## config.mk

```make
export PLATFORM = sky130hd
export DESIGN_NAME = command_frame_packer_top
export DESIGN_NICKNAME = d
export VERILOG_FILES = /design/src/rtl/cfp_pkg.sv /design/src/rtl/command_frame_packer_top.sv
export SDC_FILE = /design/constraint.sdc
export NUM_CORES = 1
export LEC_CHECK = 0
export ABC_CLOCK_PERIOD_IN_PS = 4630
export BUFFER_PORTS_ARGS = -buffer_cell sky130_fd_sc_hd__buf_4
export CAP_MARGIN = 5
export CORE_ASPECT_RATIO = 1.1
export CORE_MARGIN = 2
export CORE_UTILIZATION = 54
export DETAILED_ROUTE_END_ITERATION = 10
export PLACE_DENSITY = 0.78
export RECOVER_POWER = 50
export SLEW_MARGIN = 0
export SYNTH_ARGS = -nofsm -noshare
export SYNTH_HDL_FRONTEND = slang
export SYNTH_SLANG_ARGS = --single-unit
```

## constraint.sdc

```tcl
create_clock -name clk -period 4.63 [get_ports clk]
set_clock_uncertainty 0.2 [all_clocks]
set_input_delay 0.926 -clock clk [delete_from_list [all_inputs] [get_ports clk]]
set_output_delay 0.926 -clock clk [all_outputs]
set_load 0.01 [all_outputs]
```

## src/rtl/cfp_pkg.sv

```systemverilog
// ----------------------------------------------------------------------------
// cfp_pkg
// Constants and header byte table for the command frame packer.
// ----------------------------------------------------------------------------
package cfp_pkg;

  localparam int FRAME_BYTES = 64;
  localparam int FO_W        = $clog2(FRAME_BYTES);
  localparam int LEN_W       = 14;
  localparam int HIDX_W      = 4;

  localparam logic [LEN_W-1:0]  MAX_LENGTH = LEN_W'(16383);
  localparam logic [LEN_W-1:0]  SHORT_MAX  = LEN_W'(63);
  localparam logic [FO_W-1:0]   FO_LAST    = FO_W'(FRAME_BYTES - 1);

  localparam logic [HIDX_W-1:0] HIDX_TAG        = HIDX_W'(6);
  localparam logic [HIDX_W-1:0] HIDX_LEN        = HIDX_W'(7);
  localparam logic [HIDX_W-1:0] HIDX_LEN_LO     = HIDX_W'(8);
  localparam logic [HIDX_W-1:0] HIDX_LAST_SHORT = HIDX_LEN;
  localparam logic [HIDX_W-1:0] HIDX_LAST_LONG  = HIDX_LEN_LO;

  localparam logic [7:0] TAG_BYTE = 8'h01;
  localparam logic [1:0] LEN_SHORT_MARK = 2'b10;
  localparam logic [1:0] LEN_LONG_MARK  = 2'b11;

  localparam logic [7:0] PRIMARY_HDR [6] = '{8'hff, 8'h08, 8'h00, 8'h01, 8'h01, 8'h02};

  typedef logic [7:0] byte_t;

  function automatic byte_t hdr_byte(input logic [HIDX_W-1:0] idx,
                                     input logic [LEN_W-1:0]  len);
    byte_t b;
    b = '0;
    if (idx < HIDX_TAG) begin
      b = PRIMARY_HDR[idx[2:0]];
    end else if (idx == HIDX_TAG) begin
      b = TAG_BYTE;
    end else if (idx == HIDX_LEN) begin
      if (len > SHORT_MAX) begin
        b = {LEN_LONG_MARK, len[13:8]};
      end else begin
        b = {LEN_SHORT_MARK, len[5:0]};
      end
    end else if (idx == HIDX_LEN_LO) begin
      b = len[7:0];
    end
    return b;
  endfunction

endpackage

```

## src/rtl/command_frame_packer_top.sv

```systemverilog
// ----------------------------------------------------------------------------
// command_frame_packer_top
// Frames command messages into zero-padded fixed-size frames.
// ----------------------------------------------------------------------------
// Input channel (in_*): one transaction per payload byte. The first transaction
// of a message carries in_first_item and the declared length; the final one
// carries in_last_item. Output channel (out_*): one transaction per stream
// byte, with frame, message and per-item end marks and a length mismatch flag
// on the message end byte.
// An accepted transaction sits in an input register; a sequencer emits its
// bytes one per cycle, while the output can advance, into an output register.
// A payload transaction yields one byte, and the next one is accepted as it
// leaves, so payload bytes stream back to back. A message opener emits a
// header of 8 or 9 bytes, then its payload byte if the length is nonzero;
// a closing transaction adds padding bytes, up to a full frame. A transaction
// that yields no byte still occupies the sequencer. The next transaction is
// accepted in the cycle that the current item's final byte moves to the
// output register. While a byte is held and out_ready is low, the output
// register holds and the sequencer and in_ready stall with it.
// Reset clears all control state and leaves the block idle outside a message.
// ----------------------------------------------------------------------------
module command_frame_packer_top
  import cfp_pkg::*;
(
  input  logic             clk,
  input  logic             rst_n,
  input  logic             in_valid,
  output logic             in_ready,
  input  logic [7:0]       in_data_byte,
  input  logic [LEN_W-1:0] in_message_length,
  input  logic             in_first_item,
  input  logic             in_last_item,
  output logic             out_valid,
  input  logic             out_ready,
  output logic [7:0]       out_out_byte,
  output logic             out_frame_end,
  output logic             out_message_end,
  output logic             out_run_end,
  output logic             out_length_mismatch
);

  localparam logic [2:0] ST_START = 3'd0;
  localparam logic [2:0] ST_HDR   = 3'd1;
  localparam logic [2:0] ST_PAY   = 3'd2;
  localparam logic [2:0] ST_PAD   = 3'd3;
  localparam logic [2:0] ST_DROP  = 3'd4;

  logic             hv_r;
  logic [7:0]       h_data_r;
  logic [LEN_W-1:0] h_len_r;
  logic             h_first_r;
  logic             h_last_r;

  logic [2:0]        ph_r, ph_nxt;
  logic [HIDX_W-1:0] hidx_r, hidx_nxt;
  logic              em_r;

  logic [FO_W-1:0]  fo_r;
  logic [LEN_W-1:0] bl_r;
  logic             msg_r;
  logic             cerr_r;

  logic       out_valid_r;
  byte_t      out_byte_r;
  logic       out_fe_r, out_me_r, out_re_r, out_lm_r;

  logic [2:0]        kind;
  logic              start_hdr;
  logic [LEN_W-1:0]  len_sat;
  logic              len_over;
  logic [HIDX_W-1:0] idx, hdr_last_idx;
  logic [FO_W-1:0]   fo_cur, fo_after, fo_new;
  logic [LEN_W-1:0]  bl_cur, bl_after;
  logic              cerr_cur, cerr_eff, pay_err;
  logic              fe, emit, done, mend, tail;
  byte_t             b;
  logic              adv, fire, in_acc;

  assign adv    = !out_valid_r || out_ready;
  assign fire   = hv_r && adv;
  assign in_ready = !hv_r || (adv && done);
  assign in_acc = in_valid && in_ready;

  assign len_over     = h_len_r > MAX_LENGTH;
  assign len_sat      = len_over ? MAX_LENGTH : h_len_r;
  assign hdr_last_idx = (len_sat > SHORT_MAX) ? HIDX_LAST_LONG : HIDX_LAST_SHORT;

  always_comb begin
    if (ph_r == ST_START) begin
      if (msg_r) begin
        kind = ST_PAY;
      end else if (h_first_r) begin
        kind = ST_HDR;
      end else begin
        kind = ST_DROP;
      end
    end else begin
      kind = ph_r;
    end
  end

  assign start_hdr = (ph_r == ST_START) && (kind == ST_HDR);
  assign idx       = start_hdr ? '0 : hidx_r;
  assign fo_cur    = start_hdr ? '0 : fo_r;
  assign bl_cur    = start_hdr ? len_sat : bl_r;
  assign cerr_cur  = start_hdr ? len_over : cerr_r;
  assign fe        = fo_cur == FO_LAST;
  assign fo_after  = fe ? '0 : FO_W'(fo_cur + 1'b1);
  assign fo_new    = emit ? fo_after : fo_cur;

  always_comb begin
    emit     = 1'b0;
    b        = '0;
    done     = 1'b0;
    mend     = 1'b0;
    tail     = 1'b0;
    pay_err  = 1'b0;
    bl_after = bl_cur;
    ph_nxt   = ph_r;
    hidx_nxt = hidx_r;
    unique case (kind)
      ST_HDR: begin
        emit   = 1'b1;
        b      = hdr_byte(idx, len_sat);
        ph_nxt = ST_HDR;
        hidx_nxt = HIDX_W'(idx + 1'b1);
        if (idx == hdr_last_idx) begin
          if (len_sat != '0) begin
            ph_nxt = ST_PAY;
          end else begin
            tail = 1'b1;
          end
        end
      end
      ST_PAY: begin
        tail = 1'b1;
        if (bl_cur != '0) begin
          emit     = 1'b1;
          b        = h_data_r;
          bl_after = LEN_W'(bl_cur - 1'b1);
        end else begin
          pay_err = 1'b1;
        end
      end
      ST_PAD: begin
        emit = 1'b1;
        if (fo_after == '0) begin
          mend = 1'b1;
          done = 1'b1;
        end
      end
      default: begin
        done = 1'b1;
      end
    endcase
    if (tail) begin
      if (!h_last_r) begin
        done = 1'b1;
      end else if ((em_r || emit) && (emit ? fo_after : fo_cur) == '0) begin
        mend = 1'b1;
        done = 1'b1;
      end else begin
        ph_nxt = ST_PAD;
      end
    end
  end

  assign cerr_eff = cerr_cur || pay_err || (tail && h_last_r && bl_after != '0);

  always_ff @(posedge clk) begin
    if (!rst_n) begin
      hv_r        <= 1'b0;
      ph_r        <= ST_START;
      hidx_r      <= '0;
      em_r        <= 1'b0;
      fo_r        <= '0;
      bl_r        <= '0;
      msg_r       <= 1'b0;
      cerr_r      <= 1'b0;
      out_valid_r <= 1'b0;
    end else begin
      if (in_acc) begin
        hv_r <= 1'b1;
      end else if (fire && done) begin
        hv_r <= 1'b0;
      end
      if (fire) begin
        fo_r <= fo_new;
        if (mend) begin
          msg_r  <= 1'b0;
          bl_r   <= '0;
          cerr_r <= 1'b0;
        end else begin
          msg_r  <= msg_r || start_hdr;
          bl_r   <= bl_after;
          cerr_r <= cerr_eff;
        end
        if (done) begin
          ph_r   <= ST_START;
          hidx_r <= '0;
          em_r   <= 1'b0;
        end else begin
          ph_r   <= ph_nxt;
          hidx_r <= hidx_nxt;
          em_r   <= em_r || emit;
        end
      end
      if (adv) begin
        out_valid_r <= fire && emit;
      end
    end
  end

  always_ff @(posedge clk) begin
    if (in_acc) begin
      h_data_r  <= in_data_byte;
      h_len_r   <= in_message_length;
      h_first_r <= in_first_item;
      h_last_r  <= in_last_item;
    end
    if (fire && emit) begin
      out_byte_r <= b;
      out_fe_r   <= fe;
      out_me_r   <= mend;
      out_re_r   <= done;
      out_lm_r   <= mend && cerr_eff;
    end
  end

  assign out_valid           = out_valid_r;
  assign out_out_byte        = out_byte_r;
  assign out_frame_end       = out_fe_r;
  assign out_message_end     = out_me_r;
  assign out_run_end         = out_re_r;
  assign out_length_mismatch = out_lm_r;

endmodule

```

# Word-level counts from Yosys, hierarchy flattened

Memories as Yosys holds them, arrays and structs flattened.
Cells that the tools add are included.

Flip-flop bits (word level): 68
Bits in read-only memories: 64
Bits of input ports: 28
Output and inout port bits: 14
Logic and storage cells: 117
Memories: 1

Add/sub/neg operators: 3
Magnitude comparators: 4
Equal/unequal tests: 8
Muxes and demuxes: 53
Bitwise gates (word level): 1
Reductions and logical operators: 29

Memory list:

| name             | depth | width | read ports | clocked after Yosys merged registers in | wr ports | RTL line      | text |
|---|---|---|---|---|---|---|---|
| (name not given) | 8     | 8     | 1          | 0                                       | 0        | cfp_pkg.sv:35 | `b = PRIMARY_HDR[idx[2:0]];` |

Operator list:

| cell                    | count |
|---|---|
| $mux W14                | 5 |
| $mux W8                 | 7 |
| $reduce_bool A14 Y1     | 3 |
| $mux W3                 | 8 |
| $mux W1                 | 19 |
| $mux W6                 | 3 |
| $mux W4                 | 4 |
| $pmux W8 S2             | 1 |
| $gt A14 B14 Y1 const B  | 1 |
| $gt A14 B6 Y1 const B   | 1 |
| $sub A14 B1 Y14 const B | 1 |
| $logic_not A6 Y1        | 2 |
| $logic_and A1 B1 Y1     | 10 |
| $eq A4 B3 Y1 const B    | 2 |
| $mux W7                 | 1 |
| $add A6 B1 Y6 const B   | 1 |
| $eq A3 B2 Y1 const B    | 2 |
| $eq A6 B6 Y1 const B    | 1 |
| $logic_or A1 B1 Y1      | 6 |
| $pmux W1 S2             | 3 |
| $add A4 B1 Y4 const B   | 1 |
| $eq A4 B4 Y1            | 1 |
| $eq A4 B4 Y1 const B    | 1 |
| $ge A4 B4 Y1 const B    | 1 |
| other kinds (9)         | 13 |

# Longest topological paths before layout

Depth after elaboration: 19
Depth in mapped cells: 17
Depth with buffers taken out: 13

# Worst setup path after synthesis

Ideal clock, no wire load.

Path type: flip-flop to flip-flop
Start: reg ph_r[0]
End: reg h_data_r[0] (enable)
Library setup time: 0.383 ns
Data arrival time: 4.055 ns
Required time: 4.047 ns
Slack: -0.008 ns
Cell stages (with the launch flop): 16
Path buffers: 3
Period minus slack after synthesis: 4.638 ns
Cells stage by stage: dfxtp_1 buf_6 or3_4 buf_6 nor2_2 buf_4 mux2i_1 ha_1 nor3b_1 o21ai_1 a2111oi_1 nor3_2 mux2i_2 o21ai_2 a22oi_2 and2_1

Cells in the longest elaborated chain, start to end: 17
Elaborated cells between the ends (all ways): 33
Those cells by class: add/sub: 1; eq/ne: 5; mux: 15; reduce/logical: 12

Ends and longest elaborated chain:

| element                                                                | RTL line                        | text |
|---|---|---|
| start: declaration                                                     | command_frame_packer_top.sv:54  | `logic [2:0] ph_r, ph_nxt;` |
| start signal: assignment                                               | command_frame_packer_top.sv:203 | `ph_r <= ph_nxt;` |
| parallel branches: the longest is 13 deep, another holds $add A6 B1 Y6 | --                              |  |
| $mux W1 (*)                                                            | command_frame_packer_top.sv:156 | `if (tail) begin` |
| $logic_and A1 B1 Y1 (*)                                                | command_frame_packer_top.sv:81  | `assign in_ready = !hv_r \|\| (adv && done);` |
| $logic_or A1 B1 Y1 (*)                                                 | command_frame_packer_top.sv:81  |  |
| net in_ready                                                           | command_frame_packer_top.sv:28  | `output logic in_ready,` |
| $logic_and A1 B1 Y1 (*)                                                | command_frame_packer_top.sv:82  | `assign in_acc = in_valid && in_ready;` |
| net in_acc                                                             | command_frame_packer_top.sv:77  | `logic adv, fire, in_acc;` |
| end signal: assignment                                                 | command_frame_packer_top.sv:216 | `h_data_r <= in_data_byte;` |
| end: declaration                                                       | command_frame_packer_top.sv:49  | `logic [7:0] h_data_r;` |

Mark *: on every way through the listed nets, which the timed path passes.
A chain may end at the register's enable or synchronous reset.

# Final worst setup path

Start: reg msg_r
End: out in_ready

Cells in the longest elaborated chain, start to end: 16
Elaborated cells between the ends (all ways): 32
Those cells by class: add/sub: 1; eq/ne: 5; mux: 16; reduce/logical: 10

Ends and longest elaborated chain:

| element                                                                | RTL line                        | text |
|---|---|---|
| start: declaration                                                     | command_frame_packer_top.sv:60  | `logic msg_r;` |
| start signal: assignment                                               | command_frame_packer_top.sv:194 | `msg_r <= msg_r \|\| start_hdr;` |
| $mux W3 (*)                                                            | command_frame_packer_top.sv:90  | `if (msg_r) begin` |
| $mux W3 (*)                                                            | command_frame_packer_top.sv:89  | `if (ph_r == ST_START) begin` |
| parallel branches: the longest is 11 deep, another holds $add A6 B1 Y6 | --                              |  |
| $mux W1 (*)                                                            | command_frame_packer_top.sv:156 |  |
| $logic_and A1 B1 Y1 (*)                                                | command_frame_packer_top.sv:81  |  |
| $logic_or A1 B1 Y1 (*)                                                 | command_frame_packer_top.sv:81  |  |
| end: declaration                                                       | command_frame_packer_top.sv:28  |  |

Every way passes the cells marked *.

==> flow_summary.yaml <==
outcome:
  status: "completed"
critical_path:
  timing.rr.start: "msg_r$_SDFFE_PN0P_"
  r2r-end: "cerr_r$_SDFFE_PN0P_"
  path_max_fanout: 9
  critPathKind: "register to output port"
  endpoint_kind: "output port"
  required_ns: 3.50
  ff2ff_setup_slack_ns: 0.48
  worstPathArrival_ns: 3.27
  worst_setup_path_start_kind: "register"
  rr_worst_depth: 12
timing:
  maxSlewViolCount: 0
  worst_pin_slew_ns: 0.932
  clock.fmax_mhz: 228
  finalHoldViolCount: 0
  slew_headroom_pct: 37.7
  rsz0062_at_grt: "no"
  fin_crit_ns: 4.39
  period_share_pct: 94.9
  tns_ns: 0
  setup_ws_ns: 0.236
  setup_violations: 0
worst_hold_path:
  hold_end: "bl_r[0]$_SDFFE_PN0P_"
  hold_start: "bl_r[0]$_SDFFE_PN0P_"
  min_path_type: "register to register"
  hold_depth: 2
placed_design:
  dpl.hpwl_mm: 7.48
  pre_cts_ws_ns: 0.163
  dpl_cell_area_um2: 4440
  place_congestion: 0.983
  port_buffers: 41
cts:
  cts_tree: "yes"
  clk_path_buf_depth: 2
  cts_hold_buf: 0
  clock-root-buffer: "clkbuf_8"
  htree_levels: 3
  cts.clk_slew.worst_paths_ns: 0.09
  clock-sinks: 68
  clkLatencyLatePin_ns: 0.37
  cts_inserted_buffers: 9
layout:
  design_area_um2: 4640
  final_core_util_pct: 62.7
  area_growth_pct: 13.7
  drive_gt1_share_pct: 16.6
  nets: 523
  antenna_cells: 0
synth:
  yosysTopAreaCell: "edfxtp_1"
  syn_inst: 451
  synthTopCellsByArea: "edfxtp_1, dfxtp_1, nand2_1"
  synth_most_common_cell: "nand2_1"
  ys_ff_latch: 68
  ys_async_sr_fraction_pct: 0
  syn_area_um2: 4080
  synth_top_area_share_pct: 26.5
  synth_fp_nets: 484
  synth_top_cells_by_count: "nand2_1, edfxtp_1, dfxtp_1, a21oi_1, nor2_1"
  synthDistinctLibCells: 73
  syn_avg_cell_area_um2: 9.04
  synth-edff-count: 36
  ys_seq_area_share_pct: 42.2
  yosysWarnings: 0
  synth_ff_type: "edfxtp_1"
detailed_routing:
  routedWlPerCell_um: 18.5
  viasPerCell: 6.49
  via_count: 3779
  dr.pass1.iters: 5
  wl_mm: 10.8
  drc: 0
  drt_iter0_drc: 382
  antenna_left: 0
run:
  maxCapViolations: 0
grt:
  gr-total-overflow: 0
  grt_max_degree: 36
  track_usage_pct: 27.1
  grt_pass1_vias: 3449
  grt_pass1_wl_mm: 17.3
  antenna_found_initial: 0
floorplan:
  start_util_pct: 55.2
  core_um2: 7390
  ios: 42
  floorplan.die_area_um2: 8270
  die_h_um: 95.2
  dieWidth_um: 86.9
  rows: 33
pwr:
  total_leakage_power_nw: 1.68
  worst_ir_drop_vdd_mv: 0.224
  finalPower_mw: 1.59
  powerDensity_nw_per_um2: 343
sequential cells by signal (all words and copies together) (netlist names):
register	count
bl_r	14
h_len_r	14
h_data_r	8
out_out_byte	8
fo_r	6
hidx_r	4
ph_r	3
cerr_r	1
em_r	1
h_first_r	1
h_last_r	1
hv_r	1
msg_r	1
out_frame_end	1
out_length_mismatch	1
out_message_end	1
out_run_end	1
out_valid	1
placed cells by master, fill, tap and decap left out, types with 3 or more instances in the layout:
| cell | synthesis | layout |
|---|---|---|
| xor2_1 | 3 | 3 |
| clkbuf_4 | 0 | 25 |
| mux2i_1 | 12 | 10 |
| edfxtp_1 | 36 | 36 |
| buf_4 | 2 | 17 |
| xnor2_1 | 7 | 7 |
| a31oi_1 | 4 | 4 |
| inv_6 | 0 | 4 |
| a21o_1 | 3 | 3 |
| a22oi_1 | 2 | 3 |
| nand2_1 | 53 | 53 |
| nor4_1 | 7 | 7 |
| and3_1 | 3 | 3 |
| ha_1 | 5 | 5 |
| dfxtp_1 | 32 | 32 |
| or4_1 | 4 | 4 |
| nand3_1 | 27 | 27 |
| nor3_1 | 12 | 13 |
| o211ai_1 | 4 | 4 |
| nand4_1 | 5 | 5 |
| o21ai_0 | 27 | 27 |
| nor2b_1 | 6 | 6 |
| o31ai_1 | 4 | 4 |
| mux2i_2 | 1 | 3 |
| nor2_1 | 30 | 30 |
| a21boi_1 | 10 | 10 |
| a21boi_0 | 7 | 7 |
| and2_1 | 8 | 7 |
| a22o_1 | 8 | 8 |
| inv_1 | 10 | 10 |
| nand2b_1 | 5 | 5 |
| a21oi_1 | 30 | 30 |
| or3_1 | 7 | 7 |
| clkbuf_1 | 17 | 13 |
| o21a_1 | 3 | 3 |
| clkbuf_8 | 0 | 9 |
metal layers:
layer  GRT usage [%]  share of wire (%)  vias up  wire, um
li1                -                  -     1760         -
met1            36.0                 42     1799      4500
met2            41.8                 47      188      5120
met3            6.15                7.7       32       831
met4            12.9                3.2        0       342
met5               0                  0        -         0
critical path: stages (launching register included):
cell and delay [ns]:
dfxtp_1 0.38, or3_4 0.42, nor2_4 0.17, mux2i_2 0.29
ha_1 0.25, nor3b_2 0.24, o21ai_1 0.13, a2111oi_2 0.23
nor3_1 0.15, mux2i_2 0.23, o21ai_2 0.10, a22oi_2 0.16
buf_4 0.15
kinds of logic (layout without fill, tap and decap cells):
logic type	after synthesis	after routing	synth area share (%)
adders and majority gates	5	5	1.53
and+or+nand+nor	186	186	24.0
AOI/OAI and AO/OA	129	129	21.8
xor gates and xnor gates	11	11	2.55
muxes	14	14	3.56
DFF	68	68	42.2
buffers and inverters	38	82	4.29
repair_timing:
action                                  CTS  global route
endpoints found under the setup margin    1             1
gates resized for setup                   2             4
pin swaps                                 0             2
setup buffers                             1             3
power by group:
group | leakage, nW | switching (mW) | internal [mW]
logic | 0.983 | 0.208 | 0.144
registers | 0.604 | 0.0396 | 0.681
clock network | 0.0973 | 0.260 | 0.256
worst max path at each step:
stage / to / from
2_1_floorplan: in_ready / ph_r[0]$_SDFFE_PN0P_
3_3_place_gp: in_ready / msg_r$_SDFFE_PN0P_
3_5_place_dp: in_ready / msg_r$_SDFFE_PN0P_
4_1_cts: in_ready / msg_r$_SDFFE_PN0P_
5_1_grt: in_ready / msg_r$_SDFFE_PN0P_
6_report: in_ready / msg_r$_SDFFE_PN0P_
metrics by stage:
step	cells	hold slack (ns)
2_1_floorplan	451	0.239
3_3_place_gp	562	0.263
3_5_place_dp	562	0.269
4_1_cts	579	0.285
5_1_grt	582	0.325
6_report	582	0.293
final cells by class:
| class | count | area [um^2] |
|---|---|---|
| clock inverter | 7 | 80.1 |
| sequential | 68 | 1720 |
| multi-input combinational | 345 | 2200 |
| tap | 87 | 109 |
| inverter | 11 | 41.3 |
| fill | 643 | 2760 |
| timing repair buffer | 55 | 364 |
| clock buffer | 9 | 124 |
Note: power is estimated with default switching activity, not from simulation.
